File: config.mk
export PLATFORM = sky130hd
export DESIGN_NAME = phase_angle_triac_dimmer_unit
export DESIGN_NICKNAME = d
export VERILOG_FILES = /design/src/phtd_pkg.sv /design/src/phtd_cfg_regs.sv /design/src/phtd_front.sv /design/src/phtd_engine.sv /design/src/phase_angle_triac_dimmer_unit.sv
export SDC_FILE = /design/constraint.sdc
export NUM_CORES = 1
export LEC_CHECK = 0
export ABC_AREA = 1
export BUFFER_PORTS_ARGS = -buffer_cell sky130_fd_sc_hd__buf_2
export CORE_MARGIN = 2
export CORE_UTILIZATION = 45
export DETAILED_ROUTE_END_ITERATION = 8
export PLACE_DENSITY = 0.63
export SLEW_MARGIN = 10
export SYNTH_ARGS = -nofsm -noshare
export SYNTH_HDL_FRONTEND = slang
export SYNTH_SLANG_ARGS = --single-unit
File: constraint.sdc
create_clock -name aclk -period 9 [get_ports aclk]
set_clock_uncertainty 0.05 [all_clocks]
set_input_delay 2.7 -clock aclk [delete_from_list [all_inputs] [get_ports aclk]]
set_output_delay 2.7 -clock aclk [all_outputs]
set_load 0.005 [all_outputs]
File: src/phtd_pkg.sv
// Shared types and constants for the phase-angle TRIAC dimmer.
package phtd_pkg;

    // Width of the ticks-since-crossing counter
    localparam int TIME_WIDTH = 15;
    localparam logic [TIME_WIDTH-1:0] TIME_MAX = {TIME_WIDTH{1'b1}};

    localparam int HALF_W  = 15;
    localparam int MIN_W   = 15;
    localparam int PULSE_W = 10;
    localparam int POWER_W = 10;
    localparam int DELAY_W = 15;
    localparam int PROD_W  = HALF_W + POWER_W;
    localparam int COUNT_W = 32;
    localparam int CFG_DATA_W = 15;
    localparam int CFG_ADDR_W = 2;

    // Debounce compare width covers both the counter and the half-cycle threshold
    localparam int CMP_W = (TIME_WIDTH > HALF_W) ? TIME_WIDTH : HALF_W;

    localparam logic [POWER_W-1:0] POWER_FULL = 10'd1000;

    // floor(n / 1000) = (n * RECIP_1000) >> RECIP_SHIFT, exact for n < 2**25
    localparam int RECIP_W     = 26;
    localparam int RECIP_SHIFT = 35;
    localparam logic [RECIP_W-1:0] RECIP_1000 = 26'd34359739;
    localparam int MUL_W = PROD_W + RECIP_W;

    // Register indexes
    localparam logic [CFG_ADDR_W-1:0] CFG_HALF_CYCLE = 2'd0;
    localparam logic [CFG_ADDR_W-1:0] CFG_MIN_DELAY  = 2'd1;
    localparam logic [CFG_ADDR_W-1:0] CFG_GATE_PULSE = 2'd2;

    localparam logic [HALF_W-1:0]  HALF_CYCLE_RST = 15'd10000;
    localparam logic [MIN_W-1:0]   MIN_DELAY_RST  = 15'd100;
    localparam logic [PULSE_W-1:0] GATE_PULSE_RST = 10'd10;

    typedef struct packed {
        logic [HALF_W-1:0]  half_cycle;
        logic [MIN_W-1:0]   min_delay;
        logic [PULSE_W-1:0] gate_pulse;
    } cfg_t;

    // One registered tick on its way into the timing engine
    typedef struct packed {
        logic              zc_edge;
        logic              p_zero;
        logic              p_full;
        logic [PROD_W-1:0] prod;
    } front_t;

endpackage

File: src/phtd_cfg_regs.sv
// Configuration register file for the dimmer.
module phtd_cfg_regs (
    input  logic                               aclk,
    input  logic                               aresetn,
    input  logic                               cfg_we,
    input  logic [phtd_pkg::CFG_ADDR_W-1:0]    cfg_addr,
    input  logic [phtd_pkg::CFG_DATA_W-1:0]    cfg_wdata,
    output phtd_pkg::cfg_t                     cfg
);
    import phtd_pkg::*;

    cfg_t cfg_reg;
    cfg_t cfg_next;

    always_comb begin
        cfg_next = cfg_reg;
        if (cfg_we) begin
            unique case (cfg_addr)
                CFG_HALF_CYCLE: cfg_next.half_cycle = cfg_wdata[HALF_W-1:0];
                CFG_MIN_DELAY:  cfg_next.min_delay  = cfg_wdata[MIN_W-1:0];
                CFG_GATE_PULSE: cfg_next.gate_pulse = cfg_wdata[PULSE_W-1:0];
                default:        cfg_next = cfg_reg;
            endcase
        end
    end

    always_ff @(posedge aclk) begin
        if (!aresetn) begin
            cfg_reg.half_cycle <= HALF_CYCLE_RST;
            cfg_reg.min_delay  <= MIN_DELAY_RST;
            cfg_reg.gate_pulse <= GATE_PULSE_RST;
        end else begin
            cfg_reg <= cfg_next;
        end
    end

    assign cfg = cfg_reg;

endmodule

File: src/phtd_front.sv
// Input register: saturates power and forms the half-cycle by power-gap product.
module phtd_front (
    input  logic                             aclk,
    input  logic                             load,
    input  logic                             zc_edge,
    input  logic [phtd_pkg::POWER_W-1:0]     power_x10,
    input  phtd_pkg::cfg_t                   cfg,
    output phtd_pkg::front_t                 front
);
    import phtd_pkg::*;

    front_t             front_reg;
    front_t             front_next;
    logic [POWER_W-1:0] p_sat;
    logic [POWER_W-1:0] p_gap;

    always_comb begin
        p_sat = (power_x10 > POWER_FULL) ? POWER_FULL : power_x10;
        p_gap = POWER_FULL - p_sat;
        front_next.zc_edge = zc_edge;
        front_next.p_zero  = (p_sat == '0);
        front_next.p_full  = (p_sat == POWER_FULL);
        front_next.prod    = PROD_W'(cfg.half_cycle) * PROD_W'(p_gap);
    end

    // Payload only: hold unless a new beat is taken
    always_ff @(posedge aclk) begin
        if (load) begin
            front_reg <= front_next;
        end
    end

    assign front = front_reg;

endmodule

File: src/phtd_engine.sv
// Timing engine: debounce, crossing count, firing delay and gate pulse.
module phtd_engine (
    input  logic                             aclk,
    input  logic                             aresetn,
    input  logic                             step,
    input  phtd_pkg::front_t                 front,
    input  phtd_pkg::cfg_t                   cfg,
    output logic                             gate,
    output logic                             zc_accepted,
    output logic [phtd_pkg::COUNT_W-1:0]     crossing_count,
    output logic                             fire_pending
);
    import phtd_pkg::*;

    logic [TIME_WIDTH-1:0] since_reg, since_next, since_inc;
    logic [COUNT_W-1:0]    crossings_reg, crossings_next;
    logic                  pending_reg, pending_next;
    logic [DELAY_W-1:0]    delay_reg, delay_next;
    logic [PULSE_W-1:0]    pulse_reg, pulse_next;
    logic                  gate_reg, gate_next;
    logic                  acc_reg;

    logic                  accepted;
    logic [MUL_W-1:0]      mul;
    logic [DELAY_W-1:0]    quot;
    logic [DELAY_W-1:0]    fire_delay;
    logic [PULSE_W-1:0]    pulse_cur;

    always_comb begin
        // Debounce against the counter after this tick's increment
        since_inc = (since_reg == TIME_MAX) ? since_reg : since_reg + 1'b1;
        accepted  = front.zc_edge &&
                    (CMP_W'(since_inc) >= CMP_W'(cfg.half_cycle >> 1));
        since_next     = accepted ? '0 : since_inc;
        crossings_next = crossings_reg + COUNT_W'(accepted);

        mul  = MUL_W'(front.prod) * MUL_W'(RECIP_1000);
        quot = mul[RECIP_SHIFT +: DELAY_W];
        if (front.p_full) begin
            fire_delay = cfg.min_delay;
        end else if (quot < cfg.min_delay) begin
            fire_delay = cfg.min_delay;
        end else begin
            fire_delay = quot;
        end

        pending_next = pending_reg;
        delay_next   = delay_reg;
        if (front.p_zero) begin
            pending_next = 1'b0;
            delay_next   = '0;
        end else if (accepted) begin
            pending_next = 1'b1;
            delay_next   = fire_delay;
        end else if (pending_reg && delay_reg != '0) begin
            delay_next = delay_reg - 1'b1;
        end

        // Fire: restart the pulse from full length
        pulse_cur = pulse_reg;
        if (pending_next && delay_next == '0) begin
            pending_next = 1'b0;
            pulse_cur    = cfg.gate_pulse;
        end

        gate_next  = (pulse_cur != '0);
        pulse_next = gate_next ? pulse_cur - 1'b1 : pulse_cur;
    end

    always_ff @(posedge aclk) begin
        if (!aresetn) begin
            since_reg     <= '0;
            crossings_reg <= '0;
            pending_reg   <= 1'b0;
            delay_reg     <= '0;
            pulse_reg     <= '0;
        end else if (step) begin
            since_reg     <= since_next;
            crossings_reg <= crossings_next;
            pending_reg   <= pending_next;
            delay_reg     <= delay_next;
            pulse_reg     <= pulse_next;
        end
    end

    // Result payload
    always_ff @(posedge aclk) begin
        if (step) begin
            gate_reg <= gate_next;
            acc_reg  <= accepted;
        end
    end

    assign gate           = gate_reg;
    assign zc_accepted    = acc_reg;
    assign crossing_count = crossings_reg;
    assign fire_pending   = pending_reg;

    a_zero_power_clears: assert property (@(posedge aclk) disable iff (!aresetn)
        step && front.p_zero |=> !pending_reg && delay_reg == '0)
        else $error("zero power left a firing delay armed");

    a_accept_resets_since: assert property (@(posedge aclk) disable iff (!aresetn)
        step && accepted |=> since_reg == '0)
        else $error("accepted crossing did not restart the debounce counter");

    a_count_tracks_accept: assert property (@(posedge aclk) disable iff (!aresetn)
        step |=> crossings_reg == $past(crossings_reg) + COUNT_W'($past(accepted)))
        else $error("crossing count out of step with accepted edges");

    a_hold_when_stalled: assert property (@(posedge aclk) disable iff (!aresetn)
        !step |=> $stable(pending_reg) && $stable(delay_reg) && $stable(pulse_reg))
        else $error("timing state moved without a beat");

endmodule

File: src/phase_angle_triac_dimmer_unit.sv
// A beat taken into the input register passes through the result register to the m_ outputs.
// Throughput: one tick per clock cycle; the input register and the result register
// form a two-stage pipeline that stalls only while m_ready is low.
// The delay divide by 1000 is a constant-reciprocal multiply in the second stage.
// Reset (aresetn low, synchronous) empties both stages, clears all timing state
// and loads half_cycle_us=10000, min_delay_us=100, gate_pulse_us=10.
module phase_angle_triac_dimmer_unit (
    input  logic                              aclk,
    input  logic                              aresetn,
    input  logic                              s_valid,
    output logic                              s_ready,
    input  logic                              s_zc_edge,
    input  logic [phtd_pkg::POWER_W-1:0]      s_power_x10,
    output logic                              m_valid,
    input  logic                              m_ready,
    output logic                              m_gate,
    output logic                              m_zc_accepted,
    output logic [phtd_pkg::COUNT_W-1:0]      m_crossing_count,
    output logic                              m_fire_pending,
    input  logic                              cfg_we,
    input  logic [phtd_pkg::CFG_ADDR_W-1:0]   cfg_addr,
    input  logic [phtd_pkg::CFG_DATA_W-1:0]   cfg_wdata
);
    import phtd_pkg::*;

    cfg_t   cfg;
    front_t front;
    logic   st_valid_reg, st_valid_next;
    logic   out_valid_reg, out_valid_next;
    logic   advance;
    logic   load;
    logic   step;

    // Result slot frees when empty or taken this cycle
    assign advance = !out_valid_reg || m_ready;
    assign s_ready = !st_valid_reg || advance;
    assign load    = s_valid && s_ready;
    assign step    = advance && st_valid_reg;

    always_comb begin
        st_valid_next  = load ? 1'b1 : (advance ? 1'b0 : st_valid_reg);
        out_valid_next = advance ? st_valid_reg : out_valid_reg;
    end

    always_ff @(posedge aclk) begin
        if (!aresetn) begin
            st_valid_reg  <= 1'b0;
            out_valid_reg <= 1'b0;
        end else begin
            st_valid_reg  <= st_valid_next;
            out_valid_reg <= out_valid_next;
        end
    end

    assign m_valid = out_valid_reg;

    phtd_cfg_regs u_cfg (
        .aclk      (aclk),
        .aresetn   (aresetn),
        .cfg_we    (cfg_we),
        .cfg_addr  (cfg_addr),
        .cfg_wdata (cfg_wdata),
        .cfg       (cfg)
    );

    phtd_front u_front (
        .aclk      (aclk),
        .load      (load),
        .zc_edge   (s_zc_edge),
        .power_x10 (s_power_x10),
        .cfg       (cfg),
        .front     (front)
    );

    phtd_engine u_engine (
        .aclk           (aclk),
        .aresetn        (aresetn),
        .step           (step),
        .front          (front),
        .cfg            (cfg),
        .gate           (m_gate),
        .zc_accepted    (m_zc_accepted),
        .crossing_count (m_crossing_count),
        .fire_pending   (m_fire_pending)
    );

endmodule
==> flow_metrics.py <==
metrics = {
    "setup_path": {
        "critical_path_class": "reg2reg",
        "crit_fanout": 8,
        "cp-start-kind": "flip-flop",
        "slowest_stage": "fa_1",
        "cp_common_cell": "fa_1",
        "r2r_end": "u_engine.pulse_reg[8]",
        "cp.required_ns": 9.24,
        "reg2reg_depth": 47,
        "rr_startpoint": "u_front.front[19]",
        "cp.arrival_ns": 9.28,
        "critPathCaptureType": "flip-flop",
        "reg2reg_slack_ns": -0.03,
        "slowest_delay_ns": 0.56,
    },
    "clocking": {
        "tritoncts": "done",
        "cts_buffer_depth": 2,
        "cts.clk_slew.worst_paths_ns": 0.06,
        "cts_made_buffers": 17,
        "clock_latency_ns": 0.44,
        "cts_root_buffer": "clkbuf_16",
        "htreeDepth": 4,
        "clock-sinks": 145,
    },
    "hold_path": {
        "whs_path_depth": 2,
        "min_path_type": "reg2reg",
        "hp-start": "u_cfg.cfg[8]",
        "min_to": "u_cfg.cfg[8]",
    },
    "die": {
        "design.core.area_um2": 49860,
        "rows": 82,
        "pin_count": 70,
        "die_h_um": 228.1,
        "die_w_um": 228.1,
        "dieArea_um2": 52010,
        "initial_core_util_pct": 45.31,
    },
    "final_layout": {
        "layout_common_cells": "inv_1, nand2_1, ha_1",
        "final_area_um2": 27060,
        "layout_commonest_cell": "inv_1",
        "area_growth_syn_to_layout_pct": 19.80,
        "insertedDiodeCount": 0,
        "drive_above_1_share_pct": 19.64,
        "fin_nets": 3723,
        "fin_cells": 3722,
        "largest_register_ffs": 40,
    },
    "sta": {
        "slew_headroom_pct": 27.04,
        "clock.fmax_mhz": 110.7,
        "worst_slack_ns": -0.03446,
        "finalMaxSlewViolations": 0,
        "hold_viol_final": 0,
        "rsz0062_at_grt": "true",
        "setup_viol": 3,
        "post-route-period-util_pct": 100.4,
        "period_minus_slack_ns": 9.034,
        "worst_pin_slew_ns": 1.088,
    },
    "synthesis": {
        "synth_top_area_share_pct": 27.12,
        "synthCells": 2764,
        "synth.avg_cell_area_um2": 8.173,
        "ys_seq_area_share_pct": 14.18,
        "ys_types": 51,
        "synth_nets": 3450,
        "synth_top_area_cell": "fa_1",
        "synth_seq_cells": 145,
        "synth.area.top_cells": "fa_1, ha_1, inv_1",
        "ys_warn_count": 0,
        "mappedNetlistArea_um2": 22590,
    },
    "place": {
        "dp_hpwl_um": 52300,
        "postPlaceCellArea_um2": 24900,
        "port_buffers": 69,
        "post-place-cells": 3632,
        "pre_cts_ws_ns": -0.4266,
        "gp_congestion": 0.9701,
    },
    "routing": {
        "first_iter_violations": 1003,
        "routedWlPerCell_um": 16.68,
        "avgViaCountPerCell": 5.067,
        "drtPass1Iterations": 5,
        "final_antenna_net_count": 0,
        "finalWirelength_um": 62100,
        "vias": 18861,
        "drc": 0,
    },
    "flow_run": {
        "drv_cap": 0,
    },
    "global_routing": {
        "grt_max_degree": 82,
        "antenna_found_initial": 0,
        "grt-ovfl-total": 0,
        "grt_use_total_pct": 23.87,
        "grt_pass1_wl_um": 99350,
        "grt_pass1_vias": 19722,
    },
    "run_status": {
        "status": "complete, but fails checks",
        "violations": "setup timing",
    },
}
==> how the worst max path moves through the flow <==
stage | start | endpoint | slack [ns] | depth (start not counted)
2_1_floorplan | s_power_x10[5] | u_front.front[23] | 0.01 | 38
3_3_place_gp | u_front.front[24] | u_engine.pulse_reg[8] | -0.33 | 45
3_5_place_dp | u_front.front[24] | u_engine.pulse_reg[8] | -0.43 | 44
4_1_cts | u_front.front[22] | u_engine.pulse_reg[8] | -0.07 | 47
5_1_grt | u_front.front[8] | u_engine.pulse_reg[8] | -0.44 | 52
6_report | u_front.front[19] | u_engine.pulse_reg[8] | -0.03 | 47
==> cells by family (layout without fill, tap and decap cells) <==
logic type | count (synthesis) | count (layout) | synth area share, %
buffers and inverters | 721 | 1004 | 12.21
xor gates and xnor gates | 56 | 56 | 2.171
adders and majority gates | 653 | 653 | 46.34
and+or+nand+nor | 827 | 830 | 16.28
DFF | 145 | 145 | 14.18
AOI/OAI and AO/OA | 362 | 362 | 8.823
==> layer usage <==
metal / GRT usage [%] / wire length (um) / vias to the layer above
li1: - / - / 9170
met5: 0 / 0 / -
met2: 41.15 / 29950 / 404
met3: 1.975 / 2198 / 117
met1: 31.62 / 27780 / 9170
met4: 8.109 / 2171 / 0
==> metrics by stage <==
step	setup TNS [ns]	util, %	hold slack, ns
after floorplan	0	-	0.3797
after global placement	-2.778	49.93	0.3970
after detailed placement	-4.141	49.93	0.4011
after CTS	-0.1139	51.71	0.4114
after global routing	-4.296	54.27	0.4532
final	-0.07232	54.27	0.4143
==> cell type report <==
cell class                      count  area [um2]
Fill cell                        4580       22800
Timing Repair Buffer              301        2157
Inverter                          671        2521
Tap cell                          672       840.8
Clock inverter                     11       141.4
Sequential cell                   145        3203
Multi-Input combinational cell   1901       17730
Clock buffer                       21       470.5
==> worst max-delay path: cells and delay by family, from the launching register on <==
kind	cells	cell delay, ns
adders and majority gates	10	4.24
xor gates and xnor gates	1	0.17
DFF	1	0.43
buffers and inverters	6	0.60
AOI/OAI and AO/OA	7	1.10
and+or+nand+nor	23	2.30
==> Yosys cell counts, drive strengths merged <==
| library cell | instances |
|---|---|
| dfxtp | 115 |
| a22oi | 2 |
| clkbuf | 42 |
| nor3 | 31 |
| or2 | 3 |
| ha | 347 |
| xor2 | 45 |
| o211ai | 13 |
| o221a | 1 |
| o21ba | 1 |
| o221ai | 2 |
| nor4 | 9 |
| a41oi | 1 |
| and3 | 6 |
| inv | 669 |
| o21bai | 6 |
| and2 | 1 |
| nand3 | 100 |
| nand4 | 18 |
| a21oi | 187 |
| a21boi | 3 |
| clkinv | 2 |
| a2111oi | 2 |
| o21a | 5 |
| nand2 | 424 |
| a211oi | 4 |
| fa | 306 |
| nor3b | 3 |
| nand3b | 7 |
| a21o | 12 |
| a31oi | 13 |
| edfxtp | 30 |
| xnor2 | 11 |
| o31ai | 3 |
| buf | 8 |
| nor2 | 225 |
| o21ai | 107 |
==> what timing repair did <==
action | CTS | global route
cloned | 1 | 2
buffers inserted | 19 | 36
setup endpoints to repair | 11 | 15
hold buffers | 0 | 0
gates resized for setup | 27 | 191
pin swaps | 3 | 123
Power is left out: the tool's default activity adds up to more than one toggle a clock period on the data nets, which glitch-free logic cannot reach.
